### config.mk
export PLATFORM = sky130hd
export DESIGN_NAME = udp_socket_demux_table_unit
export DESIGN_NICKNAME = d
export VERILOG_FILES = /design/src/hw/rtl/usdt_pkg.sv /design/src/hw/rtl/usdt_ctrl.sv /design/src/hw/rtl/usdt_dp.sv /design/src/hw/rtl/udp_socket_demux_table_unit.sv
export SDC_FILE = /design/constraint.sdc
export NUM_CORES = 2
export LEC_CHECK = 0
export ABC_AREA = 1
export BUFFER_PORTS_ARGS = -buffer_cell sky130_fd_sc_hd__buf_2
export CORE_ASPECT_RATIO = 0.8
export CORE_MARGIN = 2
export CORE_UTILIZATION = 50
export CTS_CLUSTER_SIZE = 20
export DETAILED_ROUTE_END_ITERATION = 10
export GPL_ROUTABILITY_DRIVEN = 0
export HOLD_SLACK_MARGIN = 0.02
export MAX_ROUTING_LAYER = met4
export PLACE_DENSITY = 0.66
export RECOVER_POWER = 100
export SYNTH_ARGS = -nofsm -noshare
export SYNTH_HDL_FRONTEND = slang
export SYNTH_SLANG_ARGS = --single-unit
### constraint.sdc
create_clock -name clk -period 8.6 [get_ports clk]
set_input_delay 0.43 -clock clk [delete_from_list [all_inputs] [get_ports clk]]
set_output_delay 0.43 -clock clk [all_outputs]
set_load 0.02 [all_outputs]
### src/hw/rtl/usdt_pkg.sv
// Shared types, constants and command codes for the UDP socket demux table.
package usdt_pkg;

  localparam int SOCKET_ENTRIES_DEF = 16;
  localparam logic [31:0] LOOPBACK_ADDR = 32'h7F00_0001;

  localparam logic [2:0] CMD_LISTEN  = 3'd0;
  localparam logic [2:0] CMD_CONNECT = 3'd1;
  localparam logic [2:0] CMD_CLOSE   = 3'd2;
  localparam logic [2:0] CMD_RX      = 3'd3;
  localparam logic [2:0] CMD_ICMP    = 3'd4;
  localparam logic [2:0] CMD_LINK_UP = 3'd5;
  localparam logic [2:0] CMD_LINK_DN = 3'd6;

  localparam logic [2:0] ST_OK         = 3'd0;
  localparam logic [2:0] ST_IN_USE     = 3'd1;
  localparam logic [2:0] ST_FULL       = 3'd2;
  localparam logic [2:0] ST_NO_PORT    = 3'd3;
  localparam logic [2:0] ST_NOT_ACTIVE = 3'd4;
  localparam logic [2:0] ST_BAD_HANDLE = 3'd5;
  localparam logic [2:0] ST_BAD_FRAME  = 3'd6;
  localparam logic [2:0] ST_NO_MATCH   = 3'd7;

  localparam logic [1:0] SERR_NONE    = 2'd0;
  localparam logic [1:0] SERR_NO_RESP = 2'd1;
  localparam logic [1:0] SERR_TIMEOUT = 2'd2;
  localparam logic [1:0] SERR_PARAMS  = 2'd3;

  typedef struct packed {
    logic [2:0]  cmd;
    logic [15:0] our_port;
    logic [15:0] peer_port;
    logic [31:0] peer_ip;
    logic [3:0]  sock_handle;
    logic        frame_ok;
    logic        is_broadcast;
    logic [3:0]  icmp_code;
  } req_t;

  typedef struct packed {
    logic [2:0]  status;
    logic [3:0]  handle_out;
    logic [15:0] port_out;
    logic        deliver;
    logic        send_unreachable;
    logic        flush_pending;
    logic [1:0]  socket_error;
  } resp_t;

  // controller -> datapath
  typedef struct packed {
    logic load_req;    // capture request
    logic scan_start;  // restart scan, key = request port or candidate
    logic scan_step;   // examine one entry
    logic cand_init;   // candidate = next_dyn, or dyn_port_low if next_dyn is above the range
    logic cand_next;   // advance candidate
    logic do_action;   // execute the command using scan results
  } ctl_t;

  // datapath -> controller
  typedef struct packed {
    logic scan_last;   // current entry is the last one
    logic cand_done;   // candidate search exhausted
    logic cand_zero;   // skip candidate: port 0, or found in use by its scan
  } sts_t;

  function automatic logic [1:0] icmp_map(input logic [3:0] code, input logic [1:0] old);
    logic [1:0] r;
    begin
      r = old;
      if (code <= 4'd5) r = SERR_NO_RESP;
      else if (code <= 4'd7) r = SERR_TIMEOUT;
      else if (code == 4'd8) r = SERR_PARAMS;
      return r;
    end
  endfunction

endpackage

### src/hw/rtl/usdt_ctrl.sv
// Sequencer for the UDP socket demux table.
module usdt_ctrl import usdt_pkg::*; (
  input  logic       clk,
  input  logic       rst,
  input  logic       in_fire,
  input  logic [2:0] in_cmd,
  input  logic       out_busy,
  input  sts_t       sts,
  output ctl_t       ctl,
  output logic       idle
);

  localparam logic [2:0] S_IDLE = 3'd0;
  localparam logic [2:0] S_SCAN = 3'd1;
  localparam logic [2:0] S_PSCN = 3'd2;  // port search scan
  localparam logic [2:0] S_PNXT = 3'd3;
  localparam logic [2:0] S_ACT  = 3'd4;
  localparam logic [2:0] S_WAIT = 3'd5;

  logic [2:0] state, state_next;
  logic [2:0] cmd;

  always_ff @(posedge clk) begin
    if (rst) begin
      state <= S_IDLE;
      cmd <= CMD_LISTEN;
    end else begin
      state <= state_next;
      if (in_fire) cmd <= in_cmd;
    end
  end

  assign idle = (state == S_IDLE);

  always_comb begin
    state_next = state;
    ctl = '0;
    unique case (state)
      S_IDLE: begin
        if (in_fire) begin
          ctl.load_req = 1'b1;
          ctl.scan_start = 1'b1;
          if (in_cmd == CMD_CONNECT) begin
            ctl.cand_init = 1'b1;
            state_next = S_PNXT;
          end else begin
            state_next = S_SCAN;
          end
        end
      end
      S_SCAN: begin
        ctl.scan_step = 1'b1;
        if (sts.scan_last) state_next = S_ACT;
      end
      S_PNXT: begin
        // candidate loaded; check it
        if (sts.cand_done) state_next = S_ACT;
        else if (sts.cand_zero) ctl.cand_next = 1'b1;
        else begin
          ctl.scan_start = 1'b1;
          state_next = S_PSCN;
        end
      end
      S_PSCN: begin
        ctl.scan_step = 1'b1;
        if (sts.scan_last) state_next = S_ACT;
      end
      S_ACT: begin
        // for connect: scan finished without port match -> take; else next
        if (!out_busy) begin
          ctl.do_action = 1'b1;
          state_next = S_WAIT;
        end
      end
      S_WAIT: begin
        state_next = S_IDLE;
      end
      default: state_next = S_IDLE;
    endcase
    // connect: candidate found in use by its scan, move on to the next one
    if (state == S_ACT && cmd == CMD_CONNECT && sts.cand_zero) begin
      ctl.do_action = 1'b0;
      ctl.cand_next = 1'b1;
      state_next = S_PNXT;
    end
  end

endmodule

### src/hw/rtl/usdt_dp.sv
// Socket table storage, scan logic and result formation.
module usdt_dp import usdt_pkg::*; #(
  parameter int SOCKET_ENTRIES = SOCKET_ENTRIES_DEF
) (
  input  logic        clk,
  input  logic        rst,
  input  ctl_t        ctl,
  input  req_t        req_in,
  input  logic [15:0] dyn_port_low,
  input  logic [15:0] dyn_port_high,
  input  logic        icmp_enable,
  output sts_t        sts,
  output logic        res_valid,
  output resp_t       res
);

  localparam int IW = (SOCKET_ENTRIES > 1) ? $clog2(SOCKET_ENTRIES) : 1;
  localparam int CW = $clog2(SOCKET_ENTRIES + 1);

  logic [SOCKET_ENTRIES-1:0] valid;
  logic [15:0] lport_mem [SOCKET_ENTRIES];
  logic [15:0] rport_mem [SOCKET_ENTRIES];
  logic [31:0] raddr_mem [SOCKET_ENTRIES];
  logic [1:0]  err_mem   [SOCKET_ENTRIES];

  req_t        req;
  logic [CW-1:0] idx;
  logic [15:0] key;
  logic        hit, has_free;
  logic [IW-1:0] hit_idx, free_idx;
  logic [15:0] hit_rport;
  logic [31:0] hit_raddr;
  logic [1:0]  hit_err;

  // port search
  logic [15:0] cand, next_dyn;
  logic        wrapped, cand_ok, cand_end;
  logic        link_active;

  logic [IW-1:0] cur;
  assign cur = idx[IW-1:0];

  assign sts.scan_last = (idx == CW'(SOCKET_ENTRIES - 1));
  assign sts.cand_done = cand_end;
  // before the candidate's scan: port 0; after it: port already in use
  assign sts.cand_zero = cand_end ? 1'b0 : ((cand == 16'd0 && !cand_ok) || (cand_ok && hit));

  // cand_ok set once scanning of the candidate starts
  always_ff @(posedge clk) begin
    if (rst) begin
      idx <= '0;
      hit <= 1'b0;
      has_free <= 1'b0;
      cand_ok <= 1'b0;
    end else begin
      if (ctl.scan_start) begin
        idx <= '0;
        hit <= 1'b0;
        has_free <= 1'b0;
        if (!ctl.load_req) cand_ok <= 1'b1;
      end else if (ctl.scan_step) begin
        if (!sts.scan_last) idx <= idx + CW'(1);
        if (!hit && valid[cur] && lport_mem[cur] == key) begin
          hit <= 1'b1;
        end
        if (!has_free && !valid[cur]) has_free <= 1'b1;
      end
      if (ctl.cand_init || ctl.cand_next) cand_ok <= 1'b0;
    end
  end

  always_ff @(posedge clk) begin
    if (ctl.load_req) req <= req_in;
    if (ctl.scan_start) key <= ctl.load_req ? req_in.our_port : cand;
    if (ctl.scan_step) begin
      if (!hit && valid[cur] && lport_mem[cur] == key) begin
        hit_idx <= cur;
        hit_rport <= rport_mem[cur];
        hit_raddr <= raddr_mem[cur];
        hit_err <= err_mem[cur];
      end
      if (!has_free && !valid[cur]) free_idx <= cur;
    end
  end

  // candidate walk: first pass start..high, then low..start-1
  logic [15:0] cand_start;
  always_ff @(posedge clk) begin
    if (rst) begin
      cand <= '0;
      wrapped <= 1'b0;
      cand_end <= 1'b0;
      cand_start <= '0;
    end else if (ctl.cand_init) begin
      cand_start <= next_dyn;
      if (next_dyn > dyn_port_high) begin
        // pointer above the range: only the low..pointer-1 pass is left
        cand <= dyn_port_low;
        wrapped <= 1'b1;
        cand_end <= (dyn_port_low >= next_dyn);
      end else begin
        cand <= next_dyn;
        wrapped <= 1'b0;
        cand_end <= 1'b0;
      end
    end else if (ctl.cand_next) begin
      if (!wrapped && (cand >= dyn_port_high)) begin
        wrapped <= 1'b1;
        cand <= dyn_port_low;
        cand_end <= (dyn_port_low >= cand_start);
      end else begin
        cand <= cand + 16'd1;
        if (wrapped) cand_end <= (cand + 16'd1 >= cand_start);
        else cand_end <= 1'b0;
      end
    end else if (ctl.cand_init == 1'b0 && ctl.load_req) begin
      cand_end <= 1'b0;
    end
  end

  // action
  resp_t r;
  always_comb begin
    r = '0;
    unique case (req.cmd)
      CMD_LISTEN: begin
        if (!link_active) r.status = ST_NOT_ACTIVE;
        else if (hit) r.status = ST_IN_USE;
        else if (!has_free) r.status = ST_FULL;
        else begin
          r.handle_out = 4'(free_idx);
          r.port_out = req.our_port;
        end
      end
      CMD_CONNECT: begin
        if (!link_active) r.status = ST_NOT_ACTIVE;
        else if (cand_end) r.status = ST_NO_PORT;
        else if (!has_free) r.status = ST_FULL;
        else begin
          r.handle_out = 4'(free_idx);
          r.port_out = cand;
        end
      end
      CMD_CLOSE: begin
        if (!link_active) r.status = ST_NOT_ACTIVE;
        else if (32'(req.sock_handle) >= 32'(SOCKET_ENTRIES) ||
                 !valid[req.sock_handle[IW-1:0]]) r.status = ST_BAD_HANDLE;
        else begin
          r.handle_out = req.sock_handle;
          r.port_out = lport_mem[req.sock_handle[IW-1:0]];
          r.flush_pending = 1'b1;
          r.socket_error = err_mem[req.sock_handle[IW-1:0]];
        end
      end
      CMD_RX: begin
        if (!req.frame_ok) r.status = ST_BAD_FRAME;
        else if (hit && (hit_rport == 16'd0 ||
                 (hit_rport == req.peer_port && hit_raddr == req.peer_ip))) begin
          r.deliver = 1'b1;
          r.handle_out = 4'(hit_idx);
          r.port_out = req.our_port;
        end else begin
          r.status = ST_NO_MATCH;
          r.send_unreachable = icmp_enable && !req.is_broadcast;
        end
      end
      CMD_ICMP: begin
        if (icmp_enable) begin
          if (!hit || hit_rport != req.peer_port || hit_raddr != req.peer_ip)
            r.status = ST_NO_MATCH;
          else begin
            r.handle_out = 4'(hit_idx);
            r.port_out = req.our_port;
            r.flush_pending = 1'b1;
            r.socket_error = icmp_map(req.icmp_code, hit_err);
          end
        end
      end
      CMD_LINK_DN: r.flush_pending = 1'b1;
      default: ;
    endcase
  end

  always_ff @(posedge clk) begin
    if (rst) begin
      valid <= '0;
      link_active <= 1'b0;
      next_dyn <= 16'd49152;
      res_valid <= 1'b0;
    end else begin
      res_valid <= ctl.do_action;
      if (ctl.do_action) begin
        res <= r;
        unique case (req.cmd)
          CMD_LISTEN: if (r.status == ST_OK) valid[free_idx] <= 1'b1;
          CMD_CONNECT: begin
            if (link_active && !cand_end) begin
              next_dyn <= (!wrapped && cand == dyn_port_high) ? dyn_port_low
                                                              : cand + 16'd1;
              if (has_free) valid[free_idx] <= 1'b1;
            end
          end
          CMD_CLOSE: if (r.status == ST_OK) valid[req.sock_handle[IW-1:0]] <= 1'b0;
          CMD_LINK_UP: begin
            link_active <= 1'b1;
            next_dyn <= dyn_port_low;
          end
          CMD_LINK_DN: begin
            link_active <= 1'b0;
            valid <= '0;
          end
          default: ;
        endcase
      end
    end
  end

  always_ff @(posedge clk) begin
    if (ctl.do_action) begin
      if (req.cmd == CMD_LISTEN && r.status == ST_OK) begin
        lport_mem[free_idx] <= req.our_port;
        rport_mem[free_idx] <= 16'd0;
        raddr_mem[free_idx] <= LOOPBACK_ADDR;
        err_mem[free_idx] <= SERR_NONE;
      end
      if (req.cmd == CMD_CONNECT && r.status == ST_OK) begin
        lport_mem[free_idx] <= cand;
        rport_mem[free_idx] <= req.peer_port;
        raddr_mem[free_idx] <= req.peer_ip;
        err_mem[free_idx] <= SERR_NONE;
      end
      if (req.cmd == CMD_ICMP && r.flush_pending) err_mem[hit_idx] <= r.socket_error;
    end
  end

endmodule

### src/hw/rtl/udp_socket_demux_table_unit.sv
// Top level of the UDP socket demux table: stream ports, config registers.
// Flow: each accepted command scans the table (one table entry scanned per cycle),
//   then the result is registered and held in the output register until taken.
// Connect scans the table once per ephemeral port candidate, skipping ports in use.
// One transaction at a time: s_tready high
//   only when idle with no result pending. Reset (rst, sync): table empty, link down.
module udp_socket_demux_table_unit import usdt_pkg::*; #(
  parameter int SOCKET_ENTRIES = SOCKET_ENTRIES_DEF
) (
  input  logic        clk,
  input  logic        rst,
  input  logic        s_tvalid,
  output logic        s_tready,
  // cmd, our_port, peer_port, peer_ip, sock_handle, frame_ok,
  // is_broadcast, icmp_code; 77 bits padded to 80
  input  logic [79:0] s_tdata,
  output logic        m_tvalid,
  input  logic        m_tready,
  // status, handle_out, port_out, deliver, send_unreachable,
  // flush_pending, socket_error; 28 bits padded to 32
  output logic [31:0] m_tdata,
  input  logic        cfg_we,
  input  logic [1:0]  cfg_index,
  input  logic [15:0] cfg_data
);

  localparam logic [1:0] REG_DYN_LOW  = 2'd0;
  localparam logic [1:0] REG_DYN_HIGH = 2'd1;
  localparam logic [1:0] REG_ICMP_EN  = 2'd2;

  logic [15:0] dyn_port_low, dyn_port_high;
  logic        icmp_enable;

  always_ff @(posedge clk) begin
    if (rst) begin
      dyn_port_low <= 16'd49152;
      dyn_port_high <= 16'd65535;
      icmp_enable <= 1'b1;
    end else if (cfg_we) begin
      unique case (cfg_index)
        REG_DYN_LOW:  dyn_port_low <= cfg_data;
        REG_DYN_HIGH: dyn_port_high <= cfg_data;
        REG_ICMP_EN:  icmp_enable <= cfg_data[0];
        default: ;
      endcase
    end
  end

  req_t  req;
  assign req.cmd          = s_tdata[2:0];
  assign req.our_port     = s_tdata[18:3];
  assign req.peer_port    = s_tdata[34:19];
  assign req.peer_ip      = s_tdata[66:35];
  assign req.sock_handle  = s_tdata[70:67];
  assign req.frame_ok     = s_tdata[71];
  assign req.is_broadcast = s_tdata[72];
  assign req.icmp_code    = s_tdata[76:73];

  ctl_t  ctl;
  sts_t  sts;
  logic  idle, res_valid;
  resp_t res;
  logic  in_fire;

  assign s_tready = idle && !m_tvalid;
  assign in_fire = s_tvalid && s_tready;

  usdt_ctrl u_ctrl (
    .clk(clk), .rst(rst), .in_fire(in_fire), .in_cmd(req.cmd),
    .out_busy(m_tvalid), .sts(sts), .ctl(ctl), .idle(idle)
  );

  usdt_dp #(.SOCKET_ENTRIES(SOCKET_ENTRIES)) u_dp (
    .clk(clk), .rst(rst), .ctl(ctl), .req_in(req),
    .dyn_port_low(dyn_port_low), .dyn_port_high(dyn_port_high),
    .icmp_enable(icmp_enable), .sts(sts), .res_valid(res_valid), .res(res)
  );

  // output holding register
  always_ff @(posedge clk) begin
    if (rst) m_tvalid <= 1'b0;
    else if (res_valid) m_tvalid <= 1'b1;
    else if (m_tready) m_tvalid <= 1'b0;
  end

  assign m_tdata = {4'd0, res.socket_error, res.flush_pending, res.send_unreachable,
                    res.deliver, res.port_out, res.handle_out, res.status};

  a_no_accept_busy: assert property (@(posedge clk) disable iff (rst)
    m_tvalid |-> !s_tready) else $error("accept while result pending");
  a_one_result: assert property (@(posedge clk) disable iff (rst)
    res_valid |-> !m_tvalid) else $error("result overwrite");
  a_deliver_ok: assert property (@(posedge clk) disable iff (rst)
    m_tvalid && res.deliver |-> res.status == ST_OK) else $error("deliver with error");

endmodule

[After elaboration in Yosys (flattened, before gate mapping)]
Memories as Yosys holds them, arrays and structs flattened. A register that Yosys moved wholly into a read port is not among the register bits.
Cells that the tools add are included.
Storage, ports and cells
  output and inout port bits: 34
  register bits after elaboration: 245
  RAM bits: 1056
  input port bits: 103
  word-level logic and storage cells: 281
  memories: 4
Operators by class
  reductions and logical operators: 68
  add/sub/neg operators: 2
  bitwise gates (word level): 13
  eq/ne operators: 34
  multiplexer cells: 111
  order comparisons: 12
Memory list
  u_dp.raddr_mem: words 16, width 32, read ports 1, clocked after memory_dff 1, wr ports 1, line usdt_dp.sv:23  | logic [31:0] raddr_mem [SOCKET_ENTRIES];
  u_dp.lport_mem: words 16, width 16, read ports 2, clocked after memory_dff 2, wr ports 1, line usdt_dp.sv:21  | logic [15:0] lport_mem [SOCKET_ENTRIES];
  u_dp.rport_mem: words 16, width 16, read ports 1, clocked after memory_dff 1, wr ports 1, line usdt_dp.sv:22  | logic [15:0] rport_mem [SOCKET_ENTRIES];
  u_dp.err_mem: words 16, width 2, read ports 2, clocked after memory_dff 2, wr ports 1, line usdt_dp.sv:24  | logic [1:0] err_mem [SOCKET_ENTRIES];
Operators with widths (count)
  $mux 16: 13
  $mux 20: 9
  $pmux 23 s5: 1
  $ge 16x16->1: 4
  $pmux 16 s4: 1
  $mux 3: 18
  $eq 16x16->1: 3
  $mux 1: 40
  $eq 32x32->1: 1
  $logic_not 16->1: 2
  $mux 32: 1
  $ne 32x32->1: 1
  $pmux 16 s2: 1
  $mux 23: 1
  $mux 22: 1
  $reduce_and 2->1: 11
  $logic_and 1x1->1: 21
  $mux 21: 1
  $mux 2: 10
  $mux 4: 5
  $add 16x1->16 const B: 1
  $and 16x16->16: 1
  $gt 16x16->1: 1
  $ne 16x16->1: 1
  other kinds (39): 91

[Depth between registers and ports, before layout]
  depth after elaboration: 14
  depth in mapped cells: 23
  gate-level depth less buffers: 23

[Hierarchy]
From an unflattened synthesis, not the netlist that was laid out.
Unflattened totals
  cell total of the unflattened synthesis: 5693
  area total of the unflattened synthesis: 60583.1 um^2
Modules (own cells, without submodules)
  usdt_dp: instances 1, cells an instance 5429, seq. area each 38767.2 um^2, area an instance 58677.5 um^2
  udp_socket_demux_table_unit: instances 1, cells an instance 195, seq. area each 680.7 um^2, area an instance 1492.7 um^2
  usdt_ctrl: instances 1, cells an instance 69, seq. area each 120.1 um^2, area an instance 412.9 um^2

[Worst setup path after synthesis]
OpenSTA, ideal clock, no wires.
  kind: register -> register
  start point: register u_dp.cand[0]
  end point: memory u_dp.lport_mem[2][0], enable pin
  stages on the path, launching flop included: 13
  library setup time: 0.565 ns
  data arrival time: 6.120 ns
  required time: 8.035 ns
  path slack: 1.915 ns
  period minus slack after synthesis: 6.685 ns
  buffers on the path: 1
  cells stage by stage: dfxtp_1 -> inv_1 -> ha_1 -> nand4_1 -> nor2_1 -> nand3_1 -> o21ai_1 -> nand3_1 -> nand2_1 -> nor2_1 -> nand3_2 -> buf_1 -> nor3_1
On the way
  cells in the longest elaborated chain, start to end: 9
  elaborated cells on any way between the ends: 11
  those cells by class: 6 x mux; 1 x bitwise; 4 x reduce/logical
RTL lines
  start: declaration: line usdt_dp.sv:36  | logic [15:0] cand, next_dyn;
  start signal: assignment: line usdt_dp.sv:98  | cand <= dyn_port_low;
  start signal: assignment: line usdt_dp.sv:102  | cand <= next_dyn;
  start signal: assignment: line usdt_dp.sv:109  | cand <= dyn_port_low;
  $logic_not 16->1 *: line usdt_dp.sv:46  | assign sts.cand_zero = cand_end ? 1'b0 : ((cand == 16'd0 && !cand_ok) || (cand_ok && hit));
  $logic_and 1x1->1 *: line usdt_dp.sv:46
  $logic_or 1x1->1 *: line usdt_dp.sv:46
  $mux 1 *: line usdt_dp.sv:46
  $logic_and 1x1->1 *: line usdt_ctrl.sv:81  | if (state == S_ACT && cmd == CMD_CONNECT && sts.cand_zero) begin
  $mux 2 *: line usdt_ctrl.sv:81
  $mux 1: line usdt_dp.sv:219  | if (ctl.do_action) begin
  $mux 1 (on tied branches): line usdt_dp.sv:221, usdt_dp.sv:227
  $or 1x1->1 (no source line) *
  end: declaration: line usdt_dp.sv:21
Every way passes the cells marked *; elsewhere a longest branch is shown, timed or not.

[Final worst setup path]
  start point: register u_dp.req[35] in the netlist's numbering
  end point: memory u_dp.rport_mem[10][5], enable pin
On the way
  cells in the longest elaborated chain, start to end: 13
  elaborated cells on any way between the ends: 21
  those cells by class: 2 x eq/ne; 11 x mux; 1 x bitwise; 7 x reduce/logical
RTL lines
  start: declaration: line usdt_dp.sv:26  | req_t req;
  start signal: assignment: line usdt_dp.sv:73  | if (ctl.load_req) req <= req_in;
  $eq 32x32->1: line usdt_dp.sv:158  | (hit_rport == req.peer_port && hit_raddr == req.peer_ip))) begin
  $logic_and 1x1->1: line usdt_dp.sv:158
  $logic_or 1x1->1: line usdt_dp.sv:157  | else if (hit && (hit_rport == 16'd0 ||
  $logic_and 1x1->1: line usdt_dp.sv:157
  $mux 3: line usdt_dp.sv:157
  $mux 3: line usdt_dp.sv:156  | if (!req.frame_ok) r.status = ST_BAD_FRAME;
  $pmux 23 s5 *: line usdt_dp.sv:125  | unique case (req.cmd)
  $logic_not 3->1 *: line usdt_dp.sv:220, usdt_dp.sv:226
  $logic_and 1x1->1 (on tied branches): line usdt_dp.sv:220, usdt_dp.sv:226
  $mux 1 (on tied branches): line usdt_dp.sv:220, usdt_dp.sv:226
  $mux 1: line usdt_dp.sv:219
  $mux 1 (on tied branches): line usdt_dp.sv:222, usdt_dp.sv:228
  $or 1x1->1 (no source line) *
  end: declaration: line usdt_dp.sv:22
Marks and branches as above.

==> out/qor.yml <==
initial_core_util_pct: 50.5
status: "finished, violations left"
cts_made_buffers: 138
vdd_ir_drop_max_uv: 254
async_flop_share_pct: 0
crit_path_start_kind: "flop"
cts.sinks: 1359
rr_startpoint: "u_dp.req[35]"
grt_pass1_vias: 40701
clock_path_buffers: 3
post-route-drc-count: 0
crit_end: "u_dp.rport_mem[10][5]"
hold_class: "input port to flop"
yosys-top-cells-count: "1,235 x edfxtp_1, 857 x o21ai_0, 818 x nor2_1"
io_pins: 137
comb_power_share_pct: 20.5
wl_per_cell_um: 24.1
cts.clk_slew.worst_paths_ps: 60
fin_crit_sh_pct: 81.4
synthToLayoutAreaGrowth_pct: 12.1
n_fill_cell: 9615
min_from: "s_tvalid"
dp_hpwl_um: 96900
syn_avg_cell_area_sq_um: 11.0
final.setup_skew_ps: 25.2
drive_gt1_share_pct: 5.87
grt_pass1_wl_um: 256000
viasPerCell: 6.10
overflow: 0
seq_power_share_pct: 45.2
reg2reg_to: "u_dp.rport_mem[10][5]"
final_util_pct: 56.6
crit_fanout: 26
ys.flop_type: "edfxtp_1"
cts_hold_buf: 97
grt_usage_pct: 28.9
nNetsFinal: 5702
fin_crit_ps: 7000
cp.arrival_ps: 7330
grt_setup_unrepaired: "no"
num_vias: 43690
totalWireLength_um: 173000
cts_tree: "built"
netlist_area_sq_um: 59100
slew_violations: 931
switching_share_pct: 31.4
internal_power_uw: 11800
ff2ff_setup_slack_ps: 1600
yosysUniqueCellTypes: 48
cap_violations: 24
grt_max_degree: 133
multi_input_area_sq_um: 17000
cts_resized: 0
p_switching_uw: 5390
yosysMostFrequentCell: "edfxtp_1"
yosys-top-cells-area: "edfxtp_1 63%, o21ai_0 7.3%, nor2_1 5.2%"
worstMarginPinSlew_ps: 3830
synth_largest_area_cell: "edfxtp_1"
die_w_um: 388
required_ps: 8930
seq_area_sq_um: 39600
max_freq_mhz: 143
syn_inst: 5384
die_h_um: 312
path_class: "flop to flop"
rr_worst_depth: 14
antenna_found_initial: 2
port_buffers: 129
power_uw: 17200
finalSetupViolCount: 0
diodes: 0
endpoint_kind: "flop"
setup-tns-final_ps: 0
slew_headroom_pct: -155
ys_seq_elements: 1359
synth_edf_count: 1235
ys_seq_area_share_pct: 66.9
drt-pass1-iter-count: 6
synth_top_cell_area_share_pct: 62.7
violations: "max-capacitance violations, max-slew violations"
post_cts_buffers: 0
dieArea_sq_um: 121000
coreArea_sq_um: 117000
cellLeakagePower_uw: 0.0235
htree_levels: 4
power_density_nw_per_um2: 259
worstSkewPairLatency_ps: 780
ant_nets: 0
drtIter0Drc: 6479
clockPowerShare_pct: 34.3
num_rows: 112
ys_warn_count: 0
startpoint: "u_dp.req[35]"
hold_viol: 0
root_buffer: "clkbuf_16"
## worst max-delay path, stage by stage (launching register included)
cell and delay (ps):
edfxtp_1 390, xnor2_1 560, nand2_1 210, nor2_1 130, nand3_1 240, nor2_1 560
nand2_1 190, nand2_1 120, nand2_1 70, nand2_1 70, nand2_1 60, nor2_1 210
nand3_1 1140, nor3_2 490, clkbuf_1 2050
## placed cells by master, fill, tap and decap left out, types with 6 or more instances in the layout
cell / synthesis / layout
o221ai_1: 148 / 148
nand3_1: 182 / 183
o211ai_1: 91 / 91
o22ai_1: 169 / 169
clkinv_1: 6 / 27
buf_2: 10 / 35
clkbuf_16: 0 / 144
inv_2: 12 / 11
a211oi_1: 24 / 24
dlygate4sd3_1: 0 / 97
inv_1: 351 / 346
nor2_4: 0 / 10
clkbuf_2: 0 / 10
bufinv_16: 0 / 9
dfxtp_1: 124 / 120
ha_1: 84 / 84
nor3b_1: 6 / 6
xor2_1: 14 / 14
o21ai_0: 857 / 859
a31oi_1: 12 / 12
inv_6: 0 / 6
nand4_1: 23 / 23
xnor2_1: 8 / 8
nor3_1: 37 / 33
clkbuf_1: 294 / 164
nand2_1: 592 / 595
clkinv_2: 0 / 18
nor4_1: 11 / 11
buf_4: 6 / 52
edfxtp_1: 1235 / 1235
o21bai_1: 7 / 7
nor2_1: 818 / 810
a21oi_1: 186 / 186
## cell type report
| type | instances | share of cell area, % |
|---|---|---|
| flip-flops and latches | 1359 | 59.7 |
| multi-input cells | 3331 | 25.6 |
| clock buffers | 188 | 5.72 |
| repair buffers | 316 | 3.08 |
| well taps | 1539 | 2.91 |
| inverters | 369 | 2.11 |
| clock inverters | 57 | 0.842 |
## flip-flops by register name, indices dropped and copies added, names as in the netlist, 4 cells and up, named ones only
register	flops
u_dp.raddr_mem	512
u_dp.cand	16
u_dp.valid	16
dyn_port_high	16
u_dp.res	28
u_dp.lport_mem	256
u_dp.key	16
dyn_port_low	16
u_dp.cand_start	16
u_dp.rport_mem	256
u_dp.hit_idx	4
u_dp.free_idx	4
u_dp.hit_raddr	32
u_dp.idx	5
u_dp.next_dyn	16
u_dp.err_mem	32
u_dp.req	77
u_dp.hit_rport	16
## power groups by stage
stage	registers, uW	clock network, uW	logic (uW)
6_report	7760	5900	3520
5_1_grt	7780	6200	3840
4_1_cts	7740	5930	3450
3_5_place_dp	7880	0	3400
3_3_place_gp	7870	0	3330
2_1_floorplan	7720	0	2390
## per-layer routing
layer	routed length (um)	global-route usage [%]
met5	0	-
met4	5220	10.3
met3	18800	4.73
met2	76500	41.9
met1	72300	41.3
## logic make-up after synthesis
kind of cell | Yosys count | synth area share (%)
AOI/OAI and AO/OA | 1524 | 14.9
xor gates and xnor gates | 22 | 0.326
and+or+nand+nor | 1697 | 11.6
other | 1 | 0.00634
buffers and inverters | 697 | 4.50
DFF | 1359 | 66.9
adders and majority gates | 84 | 1.78
## per-stage QoR
stage,std cells,instance area (sq um),hold slack [ps],worst slack (ps)
2_1_floorplan,5387,59100,413,1910
3_3_place_gp,6817,61300,443,2940
3_5_place_dp,6817,61300,453,2850
4_1_cts,7159,66600,117,2850
5_1_grt,7159,66300,347,1390
6_report,7159,66300,274,1600
## worst min path at each step
| stage | endpoint | slack, ps | cells past startpoint |
|---|---|---|---|
| 3_5_place_dp | m_tvalid | 450 | 2 |
| 5_1_grt | u_ctrl.cmd[0] | 350 | 4 |
| 2_1_floorplan | m_tvalid | 410 | 2 |
| 3_3_place_gp | u_ctrl.cmd[1] | 440 | 2 |
| 4_1_cts | flop | 120 | 4 |
| 6_report | flop | 270 | 4 |
Power figures use the tool's default switching activity.
